## config.mk

```make
export PLATFORM = sky130hd
export DESIGN_NAME = ntle_ctrl
export DESIGN_NICKNAME = d
export VERILOG_FILES = /design/src/hdl/ntle_pkg.sv /design/src/hdl/ntle_ctrl.sv
export SDC_FILE = /design/constraint.sdc
export NUM_CORES = 1
export LEC_CHECK = 0
export BUFFER_PORTS_ARGS = -buffer_cell sky130_fd_sc_hd__buf_4
export CORE_AREA = 2 2 39 41
export CTS_BUF_LIST = sky130_fd_sc_hd__clkbuf_16
export CTS_CLUSTER_SIZE = 8
export DETAILED_ROUTE_END_ITERATION = 12
export DIE_AREA = 0 0 41 43
export GPL_TIMING_DRIVEN = 1
export HOLD_SLACK_MARGIN = 0.06
export MAX_ROUTING_LAYER = met4
export PLACE_DENSITY = 0.43
export SLEW_MARGIN = 15
export SYNTH_ARGS = -nofsm -noshare
export SYNTH_HDL_FRONTEND = slang
export SYNTH_SLANG_ARGS = --single-unit
export TNS_END_PERCENT = 30
```

## constraint.sdc

```tcl
create_clock -name clock -period 1.1 [get_ports clock]
set_clock_uncertainty 0.1 [all_clocks]
set_input_delay 0.055 -clock clock [delete_from_list [all_inputs] [get_ports clock]]
set_output_delay 0.055 -clock clock [all_outputs]
set_load 0.005 [all_outputs]
```

## src/hdl/ntle_pkg.sv

```systemverilog
// ----------------------------------------------------------------------------
// ntle_pkg
// Types, codes and sizes shared by the neighbor table blocks.
// ----------------------------------------------------------------------------
package ntle_pkg;

   localparam int TABLE_ENTRIES = 64;
   localparam int SLOT_W        = $clog2(TABLE_ENTRIES);
   localparam int COUNT_W       = SLOT_W + 1;
   localparam int KEY_W         = 32;
   localparam int TIME_W        = 32;
   localparam int OP_W          = 3;
   localparam int ENTRY_W       = KEY_W + TIME_W;

   localparam logic [OP_W-1:0] OP_TOUCH  = 3'd0;
   localparam logic [OP_W-1:0] OP_FIND   = 3'd1;
   localparam logic [OP_W-1:0] OP_PRUNE  = 3'd2;
   localparam logic [OP_W-1:0] OP_REMOVE = 3'd3;
   localparam logic [OP_W-1:0] OP_CLEAR  = 3'd4;
   localparam logic [OP_W-1:0] OP_NAMED  = 3'd5;

   localparam int CSR_ADDR_W = 3;
   localparam int CSR_DATA_W = 32;
   localparam logic CSR_IDX_NAMED   = 1'b0;
   localparam logic CSR_IDX_UNNAMED = 1'b1;

   localparam logic [TIME_W-1:0] EXPIRY_NAMED_RESET   = 32'd86400;
   localparam logic [TIME_W-1:0] EXPIRY_UNNAMED_RESET = 32'd3600;

   typedef struct packed {
      logic [OP_W-1:0]   operation;
      logic [KEY_W-1:0]  node_number;
      logic [TIME_W-1:0] now;
      logic [5:0]        slot;
      logic              named_value;
   } req_type;

   typedef struct packed {
      logic       hit;
      logic [5:0] found_slot;
      logic       slot_valid;
      logic       evicted;
      logic [6:0] removed_count;
      logic [6:0] high_water;
   } rsp_type;

   typedef struct packed {
      logic start;
      logic scan_rd;
      logic commit;
      logic load_rsp;
   } cmd_type;

   typedef struct packed {
      logic scan_last;
   } status_type;

endpackage

```

## src/hdl/ntle_ctrl.sv

```systemverilog
// ----------------------------------------------------------------------------
// ntle_ctrl
// Sequencer: accepts a request word, runs the table scan, commits the update
// and hands the response word to the output register.
// ----------------------------------------------------------------------------
module ntle_ctrl (
   input  logic                   clock,
   input  logic                   reset,
   input  logic                   req_valid,
   output logic                   req_stall,
   input  logic [ntle_pkg::OP_W-1:0] req_op,
   output logic                   rsp_valid,
   input  logic                   rsp_stall,
   input  ntle_pkg::status_type   status,
   output ntle_pkg::cmd_type      cmd
);
   import ntle_pkg::*;

   localparam logic [2:0] S_IDLE   = 3'd0;
   localparam logic [2:0] S_SCAN   = 3'd1;
   localparam logic [2:0] S_DRAIN  = 3'd2;
   localparam logic [2:0] S_COMMIT = 3'd3;
   localparam logic [2:0] S_FINISH = 3'd4;

   logic [2:0] state_ff, state_in;
   logic       rsp_valid_ff, rsp_valid_in;
   logic       accept;
   logic       out_free;

   assign req_stall = (state_ff != S_IDLE);
   assign accept    = req_valid && !req_stall;
   assign out_free  = !rsp_valid_ff || !rsp_stall;

   always_comb begin
      state_in = state_ff;
      cmd      = '0;
      unique case (state_ff)
         S_IDLE: begin
            if (accept) begin
               cmd.start = 1'b1;
               if (req_op == OP_TOUCH || req_op == OP_FIND || req_op == OP_PRUNE) begin
                  state_in = S_SCAN;
               end else begin
                  state_in = S_COMMIT;
               end
            end
         end
         S_SCAN: begin
            cmd.scan_rd = 1'b1;
            if (status.scan_last) begin
               state_in = S_DRAIN;
            end
         end
         S_DRAIN: begin
            // last read word is evaluated in this cycle
            state_in = S_COMMIT;
         end
         S_COMMIT: begin
            cmd.commit = 1'b1;
            state_in   = S_FINISH;
         end
         S_FINISH: begin
            if (out_free) begin
               cmd.load_rsp = 1'b1;
               state_in     = S_IDLE;
            end
         end
         default: begin
            state_in = S_IDLE;
         end
      endcase
   end

   always_comb begin
      priority if (cmd.load_rsp) begin
         rsp_valid_in = 1'b1;
      end else if (!rsp_stall) begin
         rsp_valid_in = 1'b0;
      end else begin
         rsp_valid_in = rsp_valid_ff;
      end
   end

   always_ff @(posedge clock) begin
      if (reset) begin
         state_ff     <= S_IDLE;
         rsp_valid_ff <= 1'b0;
      end else begin
         state_ff     <= state_in;
         rsp_valid_ff <= rsp_valid_in;
      end
   end

   assign rsp_valid = rsp_valid_ff;

endmodule

```

==> qor.txt, run 1 <==
CP required: 940 ps
Int Pwr: 0.0007195 W
max-cap viol count: 0
clock sinks: 4
layout cells sized above 1: 61.22%
CTS tree: yes
synthesized area: 222.7 µm²
CTS HTree Levels: 1
relative slew slack: 87.28%
PD cells: 1823 nW/µm²
Hold Slack: 122.8 ps
Final ANT Viol Nets: 0
CTS Buf Count: 3
gr usage total: 8.941%
Worst Max-Slew Pin Slew: 189.5 ps
root buffer cell: clkbuf_16
Max Slew Vio Count: 0
final hold viol count: 0
Main synth FF type: dfxtp_1
Sequential Power Share: 19.4%
Final setup viols: 7
Area Overhead vs Synth: 118.5%
ys async rst share: 0%
largest net degree at the start of global routing: 7
Hold WC Path Type: in2reg
worst r2r dst: state_ff[0]
# nets final: 59
via count: 271
die width: 41 µm
reg-to-reg slack, setup: -40 ps
RR Startpoint: state_ff[1]
share of the synthesized area in the top cell type: 35.96%
global-route wire length before repair: 890 µm
outcome: finished with violations
total chip power: 0.0008871 W
Core Area: 1384 µm²
Hold Startpoint: req_valid
DIE AREA: 1763 µm²
count of unique library cells instantiated by Yosys: 16
Die Ht: 43 µm
Commonest cells post-synth: a21oi_1 (4), dfxtp_1 (4), nand2_1 (3), nor2_1 (3)
DRT Pass-1 Iters: 2
fmax: 0.7981 GHz
Post-synth EDFFs: 0
CP arrival: 1100 ps
Starting Density: 16.09%
Max clock buf depth: 2
Critical Path Source Type: flip-flop
Final Cycle Share: 113.9%
Syn. warnings: 0
I/O Buffers: 13
CP Max Fanout: 2
GP Congestion: 0.6478
Synth area leader: dfxtp_1
crit end category: output port
Cells after Synth: 29
critical path class: reg2out
CTS clk-pin slew, worst paths: 30 ps
R2R cell count: 4
io pins: 14
grt total ovfl: 0
vias per cell: 4.169
Detailed Route WL: 652 µm
register area share after synthesis: 35.96%
Post-Syn Area per Cell: 7.680 µm²
initial antenna violation count: 0
clk_lat worst skew: 220 ps
leakage: 0.2209 nW
clock period minus worst slack: 1253 ps
end of the worst hold path: state_ff[1]
Iter 0 DRT Violations: 2
final worst setup slack: -152.9 ps
Hold Path Depth: 4
diode count: 0
unrepaired setup endpoints after global routing: true
fill count: 149
Mapped Nets: 37
# rows: 14
synthesis-stage register bit count: 4
VDD IR max: 631.0 µV
Area contributors post-synth: dfxtp_1 (36%), a21oi_1 (9.0%), buf_4 (6.7%)
Psw: 0.0001676 W
sw frac: 18.89%
Clock power frac: 63.3%
vias in the first global route: 234
Comb pwr share: 17.3%
Routed wire per std cell: 10.03 µm
failing checks: setup timing
DRC errors left: 0
==> state kept, by name (all words and copies together), names as in the netlist <==
register   cells
state_ff       3
rsp_valid      1
==> metal layers <==
layer	global-route usage [%]	routed length [µm]	share of wire [%]
met5	-	0	0
met2	9.375	293	45
met3	4.712	51	7.8
met4	12.00	14	2.1
met1	9.615	292	45
==> timing repair <==
| action | in CTS | in global routing |
|---|---|---|
| setup endpoints to repair | 6 | 7 |
| hold buffers | 3 | 0 |
| hold endpoints to repair | 4 | 0 |
| cloned | 0 | 0 |
| resized for setup | 2 | 9 |
| buffers inserted | 0 | 0 |
| pin swaps | 1 | 1 |
==> logic make-up (layout without fill, tap and decap cells) <==
kind of cell | after synthesis | after routing | synth area share, %
and+or+nand+nor | 15 | 15 | 36.52
AOI/OAI and AO/OA | 6 | 6 | 17.42
DFF | 4 | 4 | 35.96
buffers and inverters | 4 | 24 | 10.11
==> cell usage in the layout, fill, tap and decap left out, drive strengths merged <==
cell type	Yosys	final
nand2	3	3
a311oi	1	1
o22a	1	1
nor3b	1	1
or3	2	2
nor3	1	1
clkbuf	0	3
or2	1	1
nand3b	1	1
nand2b	2	2
a21oi	4	4
dlygate4sd3	0	3
inv	2	2
nor2	3	3
buf	2	16
nand4	1	1
dfxtp	4	4
==> final cells by class <==
class                   count  area, µm²  area share (%)
clock buffers               3      75.07           15.42
inverters                   2      7.507           1.542
multi-input cells          21      147.6           30.33
flip-flops and latches      4      86.33           17.74
well taps                  16      20.02           4.113
repair buffers             19      150.1           30.85
==> power groups by stage <==
stage / registers (W) / logic, W / clock network [W]
floorplan: 0.000173 / 0.0000520 / 0
global placement: 0.000169 / 0.000128 / 0
detailed placement: 0.000169 / 0.000128 / 0
CTS: 0.000169 / 0.000143 / 0.000575
global route: 0.000174 / 0.000170 / 0.000585
finish: 0.000172 / 0.000154 / 0.000562
==> worst max-delay path: stages, from the launching register on <==
cell	delay, ps
dfxtp_2	310
or3_4	380
nor2_2	80
buf_4	110
==> worst max-delay path by stage <==
stage | from | end | slack [ps] | cells after the start
2_1_floorplan | state_ff[2] | cmd[3] | -2 | 2
3_3_place_gp | state_ff[2] | cmd[3] | -20 | 3
3_5_place_dp | state_ff[2] | cmd[3] | -40 | 3
4_1_cts | state_ff[0] | cmd[2] | -190 | 3
5_1_grt | state_ff[1] | cmd[0] | -210 | 5
6_report | state_ff[2] | cmd[3] | -150 | 3
==> metrics by stage <==
stage / utilization, % / instances / area, µm² / setup WS, ps / setup TNS (ps)
5_1_grt: 35.17 / 65 / 486.7 / -212.3 / -992.6
2_1_floorplan: - / 29 / 224.0 / -1.944 / -1.944
4_1_cts: 33.27 / 65 / 460.4 / -188.4 / -873.6
3_3_place_gp: 25.23 / 59 / 349.1 / -24.16 / -24.27
6_report: 35.17 / 65 / 486.7 / -152.9 / -687.8
3_5_place_dp: 25.23 / 59 / 349.1 / -36.76 / -47.81
(Power assumes the default switching activity.)
==> run 2, diff against run 1 <==
==> constraint.sdc (replaced) <==
create_clock -name clock -period 1 [get_ports clock]
set_clock_uncertainty 0.1 [all_clocks]
set_input_delay 0.05 -clock clock [delete_from_list [all_inputs] [get_ports clock]]
set_output_delay 0.05 -clock clock [all_outputs]
set_load 0.005 [all_outputs]
==> run 2 against run 1 <==
  * Cell area grew 2.8%
  * Utilization grew 0.99 points
  * Via count grew 1.5%
  * Total power grew 12%
  * Register-to-register slack lost 100 ps
  * The run still ends with setup timing left
  * Largest power group unchanged
  * Critical path type unchanged
==> qor.txt, run 2 (synthesis results as in run 1) <==
outcome: finished with violations
failing checks: setup timing
worst path cell trace: or3_4, nor2_2, buf_4
initial antenna violation count: 0 (unchanged)
CP arrival: 1120 ps (+20 ps)
Reg with most FFs: state_ff
CP delay by family, top: simple AND/OR/NAND/NOR gates
die width: 41 µm (unchanged)
final hold viol count: 0 (unchanged)
Buf+Inv Stages, Crit Path: 1 (unchanged)
most common cell after layout, fill and taps aside: buf_4
global-route wire length before repair: 1.035 mm (+16%)
critical path class: reg2out
diode count: 0 (unchanged)
relative slew slack: 86.68% (-0.60 points)
Max clock buf depth: 2 (unchanged)
total chip power: 0.0009906 W (+12%)
DRT Pass-1 Iters: 1 (-1)
# nets final: 61 (+3.4%)
fmax: 0.7870 GHz
PD cells: 1979 nW/µm² (+8.6%)
CTS Buf Count: 3 (unchanged)
# rows: 14 (unchanged)
Routed wire per std cell: 9.507 µm (-5.2%)
Final ANT Viol Nets: 0 (unchanged)
layout cells sized above 1: 62.75% (+1.5 points)
vias in the first global route: 260 (+11%)
Hold WC Path Type: in2reg
leakage: 0.2303 nW (+4.3%)
CP Max Fanout: 4 (+2)
io pins: 14 (unchanged)
clock sinks: 4 (unchanged)
Iter 0 DRT Violations: 0 (-2)
Final setup viols: 7 (unchanged)
unrepaired setup endpoints after global routing: true
post-place instance area: 355.3 µm² (+1.8%)
Die Ht: 43 µm (unchanged)
gr usage total: 9.455% (+0.51 points)
crit end category: output port
most frequent cells in the layout: buf_4 (18), nand2_1 (3), a21oi_1 (3), clkbuf_16 (3), dlygate4sd3_1 (3)
Core Area: 1384 µm² (unchanged)
Critical Path Source Type: flip-flop
I/O Buffers: 13 (unchanged)
Starting Density: 16.09% (unchanged)
Max Slew Vio Count: 0 (unchanged)
final std cells w/o fill: 67 (+3.1%)
Area Overhead vs Synth: 124.7%
clk_lat worst skew: 230 ps (about the same)
GP Congestion: 0.6489 (+0.17%)
VDD IR max: 905.9 µV (+44%)
Worst Max-Slew Pin Slew: 199.7 ps (+10.21 ps)
final worst setup slack: -270.7 ps (-117.7 ps)
CTS tree: yes
max-cap viol count: 0 (unchanged)
Final Cycle Share: 127.1%
max FFs per register: 3 (unchanged)
Detailed Route WL: 637 µm (-2.3%)
grt total ovfl: 0 (unchanged)
DRC errors left: 0 (unchanged)
root buffer cell: clkbuf_16
vias per cell: 4.104 (-1.6%)
CTS HTree Levels: 1 (unchanged)
clock period minus worst slack: 1271 ps
via count: 275 (+1.5%)
CP required: 850 ps (-90 ps)
CTS clk-pin slew, worst paths: 30 ps (about the same)
Post-Place Setup Slack: -131.3 ps (-94.56 ps)
Cells after DPL: 59 (unchanged)
slowest CP cell: or3_4
largest net degree at the start of global routing: 6 (-1)
slowest cell delay on critical path: 370 ps (about the same)
DIE AREA: 1763 µm² (unchanged)
post-route cell area: 500.5 µm² (+2.8%)
## run 2: cell count changes in the layout (fill, tap and decap cells not counted), sizes merged
cell  change
buf       +2
## run 2: worst min-delay path, stage by stage
cell and delay [ps]:
buf_4 110, nor2_1 80, o22a_2 160, nor3_2 30
## run 2: timing repair
item	CTS	global route
setup buffers	2	0
pin swaps	2	0
hold endpoints to repair	4	0
hold buffers	3	0
resized for setup	4	3
setup endpoints to repair	8	8
## run 2: area by class of cell
cell class / count / area (µm²)
multi-input cells: 21 / 146.4
repair buffers: 21 / 165.2
clock buffers: 3 / 75.07
inverters: 2 / 7.507
well taps: 16 / 20.02
flip-flops and latches: 4 / 86.33
fillers: 140 / 883.3
## run 2: metrics by stage
stage                     utilization [%]  hold slack, ps  TNS [ps]
final                               36.17           156.2     -1273
after CTS                           35.08           139.0     -1315
after detailed placement            25.68           143.0    -457.1
after floorplan                         -           18.12    -67.08
after global placement              25.68           154.5    -480.2
after global routing                36.17           171.7     -1543
## run 2: worst paths after layout
kind,startpoint,end,slack [ps],depth (start not counted)
hold / removal,req_valid,state_ff[0],160,4
hold reg to reg,rsp_valid,rsp_valid,380,2
setup reg to reg,state_ff[0],state_ff[1],-140,2
setup / recovery,state_ff[1],cmd[3],-270,3
## run 2: report_power, final
group          switching [W]  internal, W
Combinational      0.0000633     0.000111
Clock               0.000118     0.000511
Sequential         0.0000118     0.000175
Total               0.000193     0.000797
## run 2: routing by layer
layer / track usage [%] / routed length [µm] / up-vias
met5: - / 0 / -
met4: 10.00 / 25 / 0
met3: 3.141 / 21 / 4
met2: 12.50 / 337 / 6
met1: 9.936 / 254 / 121
li1: - / - / 144
==> run 3, diff against run 2 <==
--- a/config.mk
+++ b/config.mk
@@ -5,7 +5,7 @@
 export SDC_FILE = /design/constraint.sdc
 export NUM_CORES = 1
 export LEC_CHECK = 0
-export BUFFER_PORTS_ARGS = -buffer_cell sky130_fd_sc_hd__buf_4
+export BUFFER_PORTS_ARGS = -buffer_cell sky130_fd_sc_hd__buf_2
 export CORE_AREA = 2 2 39 41
 export CTS_BUF_LIST = sky130_fd_sc_hd__clkbuf_16
 export CTS_CLUSTER_SIZE = 8
==> run 3 against run 2 <==
  * The flow still finishes with violations (setup timing)
  * Clock-buffer cell count did not move
  * Global-route usage down 1.4 points
  * Wire length is 15% lower
  * Critical path type unchanged
  * Largest power group unchanged
==> qor.txt, run 3 (synthesis results as in run 1) <==
CTS clk-pin slew, worst paths: 30 ps (about the same)
most frequent cells in the layout: buf_2 (13), a21oi_1 (4), buf_4 (4)
Area Overhead vs Synth: 101.1%
relative slew slack: 86.86% (+0.17 points)
Max Slew Vio Count: 0 (unchanged)
diode count: 0 (unchanged)
Die Ht: 43 µm (unchanged)
final hold viol count: 0 (unchanged)
I/O Buffers: 13 (unchanged)
Seq. cell area: 88.84 µm² (+2.9%)
gr usage total: 8.016% (-1.4 points)
VDD IR max: 1310 µV (+45%)
CTS tree: yes
Hold WC Path Type: in2reg
Detailed Route WL: 541 µm (-15%)
Starting Density: 16.09% (unchanged)
crit end category: output port
io pins: 14 (unchanged)
clock period minus worst slack: 1262 ps (-9.120 ps)
Final ANT Viol Nets: 0 (unchanged)
Post-Place Setup Slack: -99.71 ps (+31.61 ps)
DRT Pass-1 Iters: 1 (unchanged)
most common cell after layout, fill and taps aside: buf_2
fill count: 158 (+13%)
Iter 0 DRT Violations: 0 (unchanged)
Core Area: 1384 µm² (unchanged)
failing checks: setup timing
DRC errors left: 0 (unchanged)
outcome: finished with violations
CTS HTree Levels: 1 (unchanged)
global-route wire length before repair: 876 µm (-15%)
# rows: 14 (unchanged)
Worst Max-Slew Pin Slew: 195.8 ps (-3.911 ps)
via count: 261 (-5.1%)
Critical Path Source Type: flip-flop
Routed wire per std cell: 8.197 µm (-14%)
CP required: 850 ps (about the same)
fmax: 0.7927 GHz (+0.72%)
vias per cell: 3.955 (-3.7%)
initial antenna violation count: 0 (unchanged)
HPWL Detailed: 424.2 µm
Final setup viols: 7 (unchanged)
Cells after DPL: 59 (unchanged)
# nets final: 60 (-1.6%)
CP arrival: 1110 ps (about the same)
leakage: 0.2136 nW (-7.3%)
Final Cycle Share: 126.2% (-0.91 points)
Multi-input gate area: 131.4 µm² (-10%)
GP Congestion: 0.6070 (-6.5%)
Max clock buf depth: 2 (unchanged)
largest net degree at the start of global routing: 7 (+1)
CTS Buf Count: 3 (unchanged)
CP Max Fanout: 5 (+1)
die width: 41 µm (unchanged)
PD cells: 2086 nW/µm² (+5.4%)
final worst setup slack: -261.5 ps (+9.120 ps)
DIE AREA: 1763 µm² (unchanged)
grt total ovfl: 0 (unchanged)
vias in the first global route: 243 (-6.5%)
critical path class: reg2out
Reg with most FFs: state_ff
Hold Slack: 114.1 ps (-42.08 ps)
root buffer cell: clkbuf_16
final std cells w/o fill: 66 (-1.5%)
max-cap viol count: 0 (unchanged)
clock sinks: 4 (unchanged)
unrepaired setup endpoints after global routing: true
layout cells sized above 1: 56.00% (-6.7 points)
max FFs per register: 3 (unchanged)
clk_lat worst skew: 220 ps (about the same)
==> run 3: cell types whose count changed in the layout (fill, tap and decap cells not counted), sizes merged <==
| cell | delta |
|---|---|
| buf | -1 |
==> run 3: path summary, 6_finish.rpt <==
check,cells after the start,slack (ps),end,start
setup / recovery,3,-260,cmd[3],state_ff[1]
hold / removal,4,110,state_ff[1],req_valid
setup reg to reg,2,-120,state_ff[1],state_ff[0]
hold reg to reg,2,380,rsp_valid,rsp_valid
==> run 3: power breakdown <==
part	switching, W	total, W	internal (W)	leakage [nW]
clock network	0.000101	0.000611	0.000510	0.0370
logic	0.0000512	0.000134	0.0000831	0.142
registers	0.0000147	0.000189	0.000175	0.0345
total	0.000167	0.000934	0.000767	0.214
==> run 3: timing repair <==
action,in CTS,in global routing
setup buffers,1,0
hold buffers,3,0
gates resized for setup,5,0
hold endpoints to repair,4,0
setup endpoints to repair,8,8
==> run 3: routing by layer <==
metal / part of all wire [%] / GRT usage, % / vias up / routed length, µm
li1: - / - / 144 / -
met1: 45 / 7.692 / 111 / 246
met5: 0 / - / - / 0
met4: 0 / 2.000 / 0 / 0
met2: 46 / 11.25 / 6 / 249
met3: 8.1 / 7.853 / 0 / 44
==> run 3: cell type report <==
| class | count | area share [%] |
|---|---|---|
| repair buffers | 20 | 27.93 |
| multi-input cells | 21 | 29.33 |
| well taps | 16 | 4.469 |
| flip-flops and latches | 4 | 19.83 |
| inverters | 2 | 1.676 |
| clock buffers | 3 | 16.76 |
==> run 3: worst max-delay path: stages (launching register included) <==
cell and delay, ps:
dfxtp_4 340, or3_4 370, nor2_2 70, buf_2 110
==> run 3: stage by stage <==
| stage | area (µm²) | total power, W | util (%) | TNS, ps |
|---|---|---|---|---|
| after floorplan | 230.2 | 0.0002553 | - | -67.08 |
| after global placement | 322.8 | 0.0003072 | 23.33 | -379.6 |
| after detailed placement | 322.8 | 0.0003081 | 23.33 | -384.9 |
| after CTS | 447.9 | 0.0009483 | 32.37 | -1276 |
| after global routing | 447.9 | 0.0009906 | 32.37 | -1591 |
| final | 447.9 | 0.0009343 | 32.37 | -1210 |
